$ cat src/rtl/core/shfc_pkg.sv
// ----------------------------------------------------------------------------
// shfc_pkg
// Shared types and constants of the single/half float converter.
// ----------------------------------------------------------------------------
`default_nettype none
package shfc_pkg;

   // Conversion direction codes.
   localparam logic FUNC_S2H = 1'b0;
   localparam logic FUNC_H2S = 1'b1;

   // Half-precision special patterns.
   localparam logic [14:0] HALF_INF  = 15'h7C00;
   localparam logic [14:0] HALF_QNAN = 15'h7E00;

   // Stage one result, carried to stage two.
   typedef struct packed {
      logic        func;
      logic        sign;
      logic        s2h_zero;
      logic        s2h_nan;
      logic        s2h_inf;
      logic        s2h_sub;
      logic [23:0] s2h_mant;
      logic [4:0]  s2h_shift;
      logic [4:0]  s2h_exp;
      logic [4:0]  h2s_exp;
      logic [9:0]  h2s_mant;
   } stage1_type;

   // Stage two result, carried to stage three.
   typedef struct packed {
      logic        func;
      logic        sign;
      logic        s2h_special;
      logic [14:0] s2h_special_val;
      logic [14:0] s2h_base;
      logic        s2h_round;
      logic        h2s_zero;
      logic        h2s_sub;
      logic        h2s_inf;
      logic [4:0]  h2s_exp;
      logic [9:0]  h2s_mant;
      logic [3:0]  h2s_lz;
   } stage2_type;

endpackage
`default_nettype wire

$ cat src/rtl/core/single_half_float_convert.sv
// ----------------------------------------------------------------------------
// single_half_float_convert
// Converts IEEE binary32 to binary16 or back, direction chosen per item.
// ----------------------------------------------------------------------------
// Channel   Ports                                   Direction
// request   start, busy, req_func, req_operand_bits input
// response  rsp_valid, rsp_result_bits              output
//
// Each item runs through the pipeline from start to the rsp_valid strobe.
// A new item is taken every cycle; busy is tied low.
// The latency is set by three register stages: decode, shift/count, round/pack.
// Synchronous reset clears the valid bits only.
// The receiver cannot stall, so the pipeline never holds.
`default_nettype none
module single_half_float_convert (
   input  wire logic        clock,
   input  wire logic        reset,
   input  wire logic        start,
   output logic             busy,
   input  wire logic        req_func,
   input  wire logic [31:0] req_operand_bits,
   output logic             rsp_valid,
   output logic [31:0]      rsp_result_bits
);

   shfc_pkg::stage1_type s1_in, s1_ff;
   shfc_pkg::stage2_type s2_in, s2_ff;
   logic        v1_ff, v2_ff, v3_ff;
   logic [31:0] res_in, res_ff;

   assign busy = 1'b0;

   // Stage one: field decode and class flags.
   always_comb begin
      logic [7:0] ef;
      logic [4:0] he;
      logic [8:0] e;
      ef = req_operand_bits[30:23];
      he = req_operand_bits[14:10];
      e  = {1'b0, ef} - 9'd112;
      s1_in           = '0;
      s1_in.func      = req_func;
      s1_in.sign      = (req_func == shfc_pkg::FUNC_S2H) ? req_operand_bits[31]
                                                         : req_operand_bits[15];
      s1_in.s2h_mant  = {1'b1, req_operand_bits[22:0]};
      // e <= 0 when ef <= 112; below -10 when ef < 102.
      s1_in.s2h_zero  = (ef < 8'd102);
      s1_in.s2h_sub   = (ef <= 8'd112);
      s1_in.s2h_shift = 5'(9'd126 - {1'b0, ef});
      s1_in.s2h_nan   = (ef == 8'hFF) && (req_operand_bits[22:0] != '0);
      s1_in.s2h_inf   = (ef >= 8'd143);
      s1_in.s2h_exp   = e[4:0];
      s1_in.h2s_exp   = he;
      s1_in.h2s_mant  = req_operand_bits[9:0];
   end

   // Stage two: subnormal shift, nearest rounding bit, leading-zero count.
   always_comb begin
      logic [23:0] hm;
      logic [23:0] rb;
      logic [3:0]  lz;
      hm = s1_ff.s2h_mant >> s1_ff.s2h_shift;
      rb = s1_ff.s2h_mant >> (s1_ff.s2h_shift - 5'd1);
      lz = 4'd10;
      for (int i = 0; i < 10; i++) begin
         if (s1_ff.h2s_mant[i]) lz = 4'(9 - i);
      end
      s2_in                 = '0;
      s2_in.func            = s1_ff.func;
      s2_in.sign            = s1_ff.sign;
      s2_in.h2s_exp         = s1_ff.h2s_exp;
      s2_in.h2s_mant        = s1_ff.h2s_mant;
      s2_in.h2s_lz          = lz;
      s2_in.h2s_zero        = (s1_ff.h2s_exp == '0) && (s1_ff.h2s_mant == '0);
      s2_in.h2s_sub         = (s1_ff.h2s_exp == '0);
      s2_in.h2s_inf         = (s1_ff.h2s_exp == 5'h1F);
      if (s1_ff.s2h_zero) begin
         s2_in.s2h_special     = 1'b1;
         s2_in.s2h_special_val = '0;
      end else if (s1_ff.s2h_sub) begin
         s2_in.s2h_base  = {5'd0, hm[9:0]};
         s2_in.s2h_round = rb[0];
      end else if (s1_ff.s2h_nan) begin
         s2_in.s2h_special     = 1'b1;
         s2_in.s2h_special_val = shfc_pkg::HALF_QNAN;
      end else if (s1_ff.s2h_inf) begin
         s2_in.s2h_special     = 1'b1;
         s2_in.s2h_special_val = shfc_pkg::HALF_INF;
      end else begin
         s2_in.s2h_base  = {s1_ff.s2h_exp, s1_ff.s2h_mant[22:13]};
         s2_in.s2h_round = s1_ff.s2h_mant[12];
      end
   end

   // Stage three: round and pack. A carry into exponent 31 lands exactly on
   // the infinity pattern, so the plain increment already saturates.
   always_comb begin
      logic [14:0] sum;
      logic [9:0]  nm;
      logic [7:0]  ne;
      sum = s2_ff.s2h_base + 15'(s2_ff.s2h_round);
      nm  = 10'(s2_ff.h2s_mant << (s2_ff.h2s_lz + 4'd1));
      ne  = 8'd113 - 8'(s2_ff.h2s_lz) - 8'd1;
      if (s2_ff.func == shfc_pkg::FUNC_S2H) begin
         res_in = {16'd0, s2_ff.sign,
                   s2_ff.s2h_special ? s2_ff.s2h_special_val : sum};
      end else if (s2_ff.h2s_zero) begin
         res_in = {s2_ff.sign, 31'd0};
      end else if (s2_ff.h2s_sub) begin
         res_in = {s2_ff.sign, ne, nm, 13'd0};
      end else if (s2_ff.h2s_inf) begin
         res_in = {s2_ff.sign, 8'hFF, s2_ff.h2s_mant, 13'd0};
      end else begin
         res_in = {s2_ff.sign, 8'(s2_ff.h2s_exp) + 8'd112, s2_ff.h2s_mant, 13'd0};
      end
   end

   // Pipeline registers; valid bits are the only reset state.
   always_ff @(posedge clock) begin
      if (reset) begin
         v1_ff <= 1'b0;
         v2_ff <= 1'b0;
         v3_ff <= 1'b0;
      end else begin
         v1_ff <= start;
         v2_ff <= v1_ff;
         v3_ff <= v2_ff;
      end
      s1_ff  <= s1_in;
      s2_ff  <= s2_in;
      res_ff <= res_in;
   end

   assign rsp_valid       = v3_ff;
   assign rsp_result_bits = res_ff;

   // A half result never has upper bits set.
   a_half_upper: assert property (@(posedge clock) disable iff (reset)
      v2_ff && s2_ff.func == shfc_pkg::FUNC_S2H |=> res_ff[31:16] == 16'd0)
      else $error("half result has upper bits set");

   // Every accepted item comes out as an rsp_valid strobe.
   a_latency: assert property (@(posedge clock) disable iff (reset)
      start |=> ##2 rsp_valid)
      else $error("item lost in pipeline");

   // Nothing comes out without a prior item.
   a_no_invent: assert property (@(posedge clock) disable iff (reset)
      rsp_valid |-> $past(v2_ff))
      else $error("result without item");

endmodule
`default_nettype wire

$ cat config.mk
export PLATFORM = sky130hd
export DESIGN_NAME = single_half_float_convert
export DESIGN_NICKNAME = d
export VERILOG_FILES = /design/src/rtl/core/shfc_pkg.sv /design/src/rtl/core/single_half_float_convert.sv
export SDC_FILE = /design/constraint.sdc
export NUM_CORES = 1
export LEC_CHECK = 0
export ABC_AREA = 1
export BUFFER_PORTS_ARGS = -buffer_cell sky130_fd_sc_hd__buf_4
export CORE_AREA = 2 2 101 103
export DETAILED_ROUTE_END_ITERATION = 6
export DIE_AREA = 0 0 103 105
export GPL_TIMING_DRIVEN = 0
export PLACE_DENSITY = 0.76
export SETUP_SLACK_MARGIN = 0.02
export SYNTH_ARGS = -nofsm -noshare
export SYNTH_HDL_FRONTEND = slang
export SYNTH_SLANG_ARGS = --single-unit
$ cat constraint.sdc
create_clock -name clock -period 1.9 [get_ports clock]
set_input_delay 0.57 -clock clock [delete_from_list [all_inputs] [get_ports clock]]
set_output_delay 0.57 -clock clock [all_outputs]
set_load 0.05 [all_outputs]
==> impl_results.md, run 1 <==
* Status: completed
* Hpwl dp at 11100 um
* Clock Sinks at 115
* Async SR Flop Fraction at 0%
* Commonest non-fill, non-tap cell in the layout: nand2_1
* Final Hold Fails at 0
* Ys Warns at 0
* Filler cell count at 856
* Antenna viol nets, final at 0
* Max FO, Critical Path at 11
* Sequential share of the synthesized area at between 40 and 50%
* Syn Area/Cell at 7.33 um2
* Initial DRC Count at ~410
* Placer Congestion at about 0.94
* Total CTS buffers at 17
* EDFF count, synth at 0
* VDD IR max at 0.000598 V
* Multi-input logic area at around 0.0025 mm2
* Fin. max-slew vios at 0
* CTS clk-pin slew, worst paths at around 0.06 ns
* DR vias/cell at between 5 and 6
* Cell Pwr Density at roughly 1000 mW/mm2
* Total iterations of the first detailed-routing run at 5
* Synth top area cells: dfxtp_1 44%, nand2_1 13%, nand3_1 11%
* CTS Hold Bufs at 0
* Vias at around 5100
* # setup viols final at 0
* Gr ovfl total at 0
* Port Buffers at 68
* Most frequent cells in the layout: 176 x nand2_1, 117 x nand3_1, 113 x dfxtp_1
* Share of cells above drive strength 1 at 19.6%
* Post-Syn Area at about 0.0053 mm2
* Die width at 103 um
* Fmax at 570 MHz
* Pwr Total at 6830 uW
* Remaining routing DRC violations at 0
* Wirelength per Cell at 15.4 um
* Vias in the first global route at 4857
* Synth top area share at 43.7%
* Post-Syn Nets at 762
* CTS root buffer: clkbuf_8
* Post-Synthesis Cells at a little over 700
* Final WL at 14600 um
* Num ports at 70
* Final Cell Area at around 0.0065 mm2
* CTS tree: yes
* Static leakage at roughly 0.0032 uW
* Startpoint types: register
* Worst hold path stage count at 1
* Critical Path AT at 2.16 ns
* Initial antenna violation count at 1
* Final min period at 1.76 ns
* WP data required at 2.31 ns
* Clk buf depth at 2
* Ant diodes at 0
* Unrepaired setup endpoints after global routing: no
* Starting density of the core at 54.6%
* Yosys top cell by area: dfxtp_1
* Cell Rows at 36
* Register-to-Register Path Depth at 10
* Area occupied by registers at 0.00230 mm2
* Clock skew at around 0.0090 ns
* Synthesis-to-layout area growth at 24.2%
* Yosys cell types at between 40 and 50
* H-tree depth at 4
* GRT Util Overall at roughly 28%
* Post-synth top flop: dfxtp_1
* Full die area at 0.0108 mm2
* Pin count of the biggest net entering global routing at 17
* Area after DPL at around 0.006 mm2
* Fin crit share at between 90 and 100%
* First-pass GRT wire length at 23400 um
* Critical path capture point type: register
* Worst skew pair latency at between 0.5 and 0.6 ns
* Nets@finish at 849
* Max capacitance violation total at 0
* Core area at 0.00964 mm2
* Yosys reg bits at between 100 and 150
* CP Class: register to register
* Hold Path Class: primary input to register
* Die height at 105 um
metrics by stage:
step | util, % | TNS (ns) | instances | hold WS (ns) | setup slack, ns
after floorplan | - | 0 | 718 | 0.310 | 0.312
after global placement | 61.6 | -0.194 | 919 | 0.312 | -0.194
after detailed placement | 61.6 | -0.172 | 919 | 0.312 | -0.172
after CTS | 67.5 | 0 | 951 | 0.149 | 0.0339
after global routing | 67.8 | 0 | 951 | 0.145 | 0.0369
final | 67.8 | 0 | 951 | 0.162 | 0.145
where the power goes:
part / total, uW / internal [uW] / switching, uW
registers: 2680 / 2560 / 117
clock network: 3000 / 1900 / 1100
logic: 1150 / 391 / 755
total: 6830 / 4850 / 1980
registers in the layout, summed over array words and instances (netlist names):
signal	count
s2_ff	43
s1_ff	38
rsp_result_bits	31
rsp_valid	1
v1_ff	1
v2_ff	1
worst max-delay path, stage by stage (launching register included):
cell and delay [ns]:
dfxtp_2 0.39, inv_2 0.12, buf_4 0.21, ha_4 0.33, inv_2 0.09, o21ai_0 0.08
nand3_1 0.11, nand3_1 0.10, nand2_1 0.06, nand4_1 0.09, nand2_1 0.06
cells by family (layout without fill, tap and decap cells):
logic type      after synthesis  in the layout  share of synthesized area, %
compound gates               81             81                          8.87
mux                           1              1                         0.214
simple gates                398            398                          34.7
other cells                   1              1                        0.0713
fa+ha+maj                     8              8                          1.90
buf+inv                     105            205                          8.87
xor+xnor                      9              9                          1.64
flops                       115            115                          43.7
path summary, 6_finish.rpt:
path / from / endpoint / slack [ns]
max: s1_ff[21] / s2_ff[22] / 0.14
min: req_operand_bits[9] / s1_ff[34] / 0.16
max reg2reg: s1_ff[21] / s2_ff[22] / 0.14
min reg2reg: s1_ff[53] / s2_ff[54] / 0.32
area by class of cell:
type,count,area share (%)
plain buffers,21,2.33
clock buffers,20,6.66
clock inverters,12,2.01
inverters,84,4.82
multi-input cells,498,38.6
flip-flops and latches,115,35.3
well taps,133,2.55
repair buffers,68,7.81
cell usage after synthesis, types with 6 or more instances:
library cell  count
nor2_1           51
nand2_2           8
nor4_1            8
nand3_2          10
buf_4             6
inv_1            77
nand3_1         117
a21oi_1          27
ha_1              8
o21ai_0          27
nand4_1           8
dfxtp_1         115
buf_2             9
nor3_1           11
nand2_1         176
metal layers:
layer | share of wire [%] | global-route usage [%] | vias up
li1 | - | - | 2539
met4 | 2.8 | 12.3 | 0
met5 | 0 | 0 | -
met2 | 48 | 44.9 | 220
met3 | 6.4 | 4.82 | 34
met1 | 42 | 36.4 | 2350
repair_timing:
action | CTS | global route
resized for setup | 4 | 4
pin swaps | 0 | 0
buffers inserted | 0 | 0
gates cloned | 0 | 0
setup endpoints to repair | 3 | 7
Power figures use the tool's default switching activity.
==> run 2, diff against run 1 <==
--- a/config.mk
+++ b/config.mk
@@ -10,8 +10,8 @@
 export CORE_AREA = 2 2 101 103
 export DETAILED_ROUTE_END_ITERATION = 6
 export DIE_AREA = 0 0 103 105
-export GPL_TIMING_DRIVEN = 0
 export PLACE_DENSITY = 0.76
+export RECOVER_POWER = 100
 export SETUP_SLACK_MARGIN = 0.02
 export SYNTH_ARGS = -nofsm -noshare
 export SYNTH_HDL_FRONTEND = slang
==> run 2 against run 1 <==
Maximum frequency increased by 1.9%. Final area shrank 3.5%. Non-clock buffer count down 7. Routed wire length shrank 3.4%. Global-route usage down 0.17 points. Critical path depth is 2 lower.
==> impl_results.md, run 2 (synthesized netlist as in run 1, its figures left out) <==
* Status: completed
* Pwr Total at 6740 uW (-1.3%)
* Reg with most FFs: s2_ff
* Max capacitance violation total at 0 (unchanged)
* Post-CTS Resized at 0 (-4)
* Remaining routing DRC violations at 0 (unchanged)
* Critical path's slowest cell: nor2_1
* Crit-path leading delay family: simple AND/OR/NAND/NOR gates
* Fin. max-slew vios at 0 (unchanged)
* Fin util at 65.4% (-2.4 points)
* Clock Sinks at 115 (unchanged)
* Share of cells above drive strength 1 at 15.9% (-3.6 points)
* Clock skew at 0.0115 ns (+0.00250 ns)
* Vias at 5088 (-1.1%)
* CTS Hold Bufs at 0 (unchanged)
* CP dominant cell by count: nand2_1
* Critical path capture point type: register
* Startpoint types: register
* # setup viols final at 0 (unchanged)
* Critical path's largest stage delay at 0.37 ns (-0.02 ns)
* Most frequent cells in the layout: 176 x nand2_1, 117 x nand3_1, 115 x dfxtp_1
* Antenna viol nets, final at 0 (unchanged)
* Max FO, Critical Path at 7 (-4)
* Cell Pwr Density at 1070 mW/mm2 (+2.3%)
* CTS clk-pin slew, worst paths at 0.06 ns (about the same)
* DR vias/cell at 5.40 (-0.23%)
* Hpwl dp at 10600 um (-4.8%)
* Unrepaired setup endpoints after global routing: no
* Gr ovfl total at 0 (unchanged)
* Critical Path AT at 2.19 ns (+0.03 ns)
* Port Buffers at 68 (unchanged)
* Num ports at 70 (unchanged)
* Nets@finish at 842 (-0.82%)
* Full die area at 0.0108 mm2 (unchanged)
* Initial antenna violation count at 0 (-1)
* Worst Path Buf+Inv at 1 (-2)
* Starting density of the core at 54.6% (unchanged)
* Worst skew pair latency at 0.53 ns (about the same)
* Final Hold Fails at 0 (unchanged)
* CP Class: register to register
* Worst hold slack at 0.172 ns (+0.00974 ns)
* Post-route setup TNS at 0 ns (unchanged)
* Initial DRC Count at 399 (-2.2%)
* CTS root buffer: clkbuf_8
* VDD IR max at 0.000616 V (+2.9%)
* WP data required at 2.37 ns (+0.06 ns)
* Static leakage at 0.00305 uW (-3.4%)
* Fin crit share at 90.7% (-1.7 points)
* Ant diodes at 0 (unchanged)
* Critical path, cell by cell: inv_1 > nor2_1 > nand2_1 > nor2_1 > o211ai_1 > nand2_1 > nand2_1 > nand2_1
* Total CTS buffers at 17 (unchanged)
* Pin count of the biggest net entering global routing at 33 (+16)
* Die width at 103 um (unchanged)
* Total iterations of the first detailed-routing run at 7 (+2)
* Vias in the first global route at 4864 (+0.14%)
* Final min period at 1.72 ns (-0.0327 ns)
* Slew HR at 64.8%
* Final WL at 14100 um (-3.4%)
* Placer Congestion at 0.953 (+1.4%)
* H-tree depth at 4 (unchanged)
* Wirelength per Cell at 15.0 um (-2.5%)
* Placed cells at 912 (-0.76%)
* Fmax at 581 MHz (+1.9%)
* GRT Util Overall at 27.8% (-0.17 points)
* Slew at the pin closest to its max-slew limit at approximately 0.53 ns
* Clk buf depth at 2 (unchanged)
* Non-filler cells in the finished layout at 943 (-0.84%)
* Synthesis-to-layout area growth at 19.8%
* CTS tree: yes
* Cell Rows at 36 (unchanged)
* Core area at 0.00964 mm2 (unchanged)
* Die height at 105 um (unchanged)
* Postcts setup bufs at 0 (unchanged)
* First-pass GRT wire length at 23300 um (-0.39%)
* Commonest non-fill, non-tap cell in the layout: nand2_1
* Hold Path Class: primary input to register
* Number of flip-flops in the largest register at 43 (unchanged)
## run 2: where the power goes
| group | internal [uW] | switching (uW) | total (uW) |
|---|---|---|---|
| sequential | 2560 | 128 | 2690 |
| combinational | 334 | 718 | 1050 |
| clock | 1920 | 1080 | 3000 |
## run 2: through the flow
step           setup slack [ns]  area [um2]
6_report                  0.178        6310
3_3_place_gp              0.220        5890
5_1_grt                  0.0284        6310
2_1_floorplan             0.312        5260
4_1_cts                   0.211        6450
3_5_place_dp              0.227        5890
## run 2: final timing paths
path                        startpoint             endpoint  slack [ns]  cells after the start
setup / recovery             s2_ff[55]  rsp_result_bits[20]        0.18                      8
hold / removal    req_operand_bits[11]            s1_ff[11]        0.17                      1
setup reg to reg             s2_ff[55]  rsp_result_bits[20]        0.18                      8
hold reg to reg              s1_ff[53]            s2_ff[54]        0.34                      0
## run 2: layout make-up
type,instances,area (um2)
Tap cell,133,166
Fill cell,865,3330
Inverter,84,315
Multi-Input combinational cell,498,2470
Clock buffer,22,453
Timing Repair Buffer,82,488
Sequential cell,115,2300
Clock inverter,9,106
## run 2: layer usage
layer	GRT usage (%)	share of wire, %	vias up
met4	10.2	2.2	0
met3	6.29	7.0	30
met5	0	0	-
met1	37.0	43	2307
li1	-	-	2514
met2	43.6	47	237
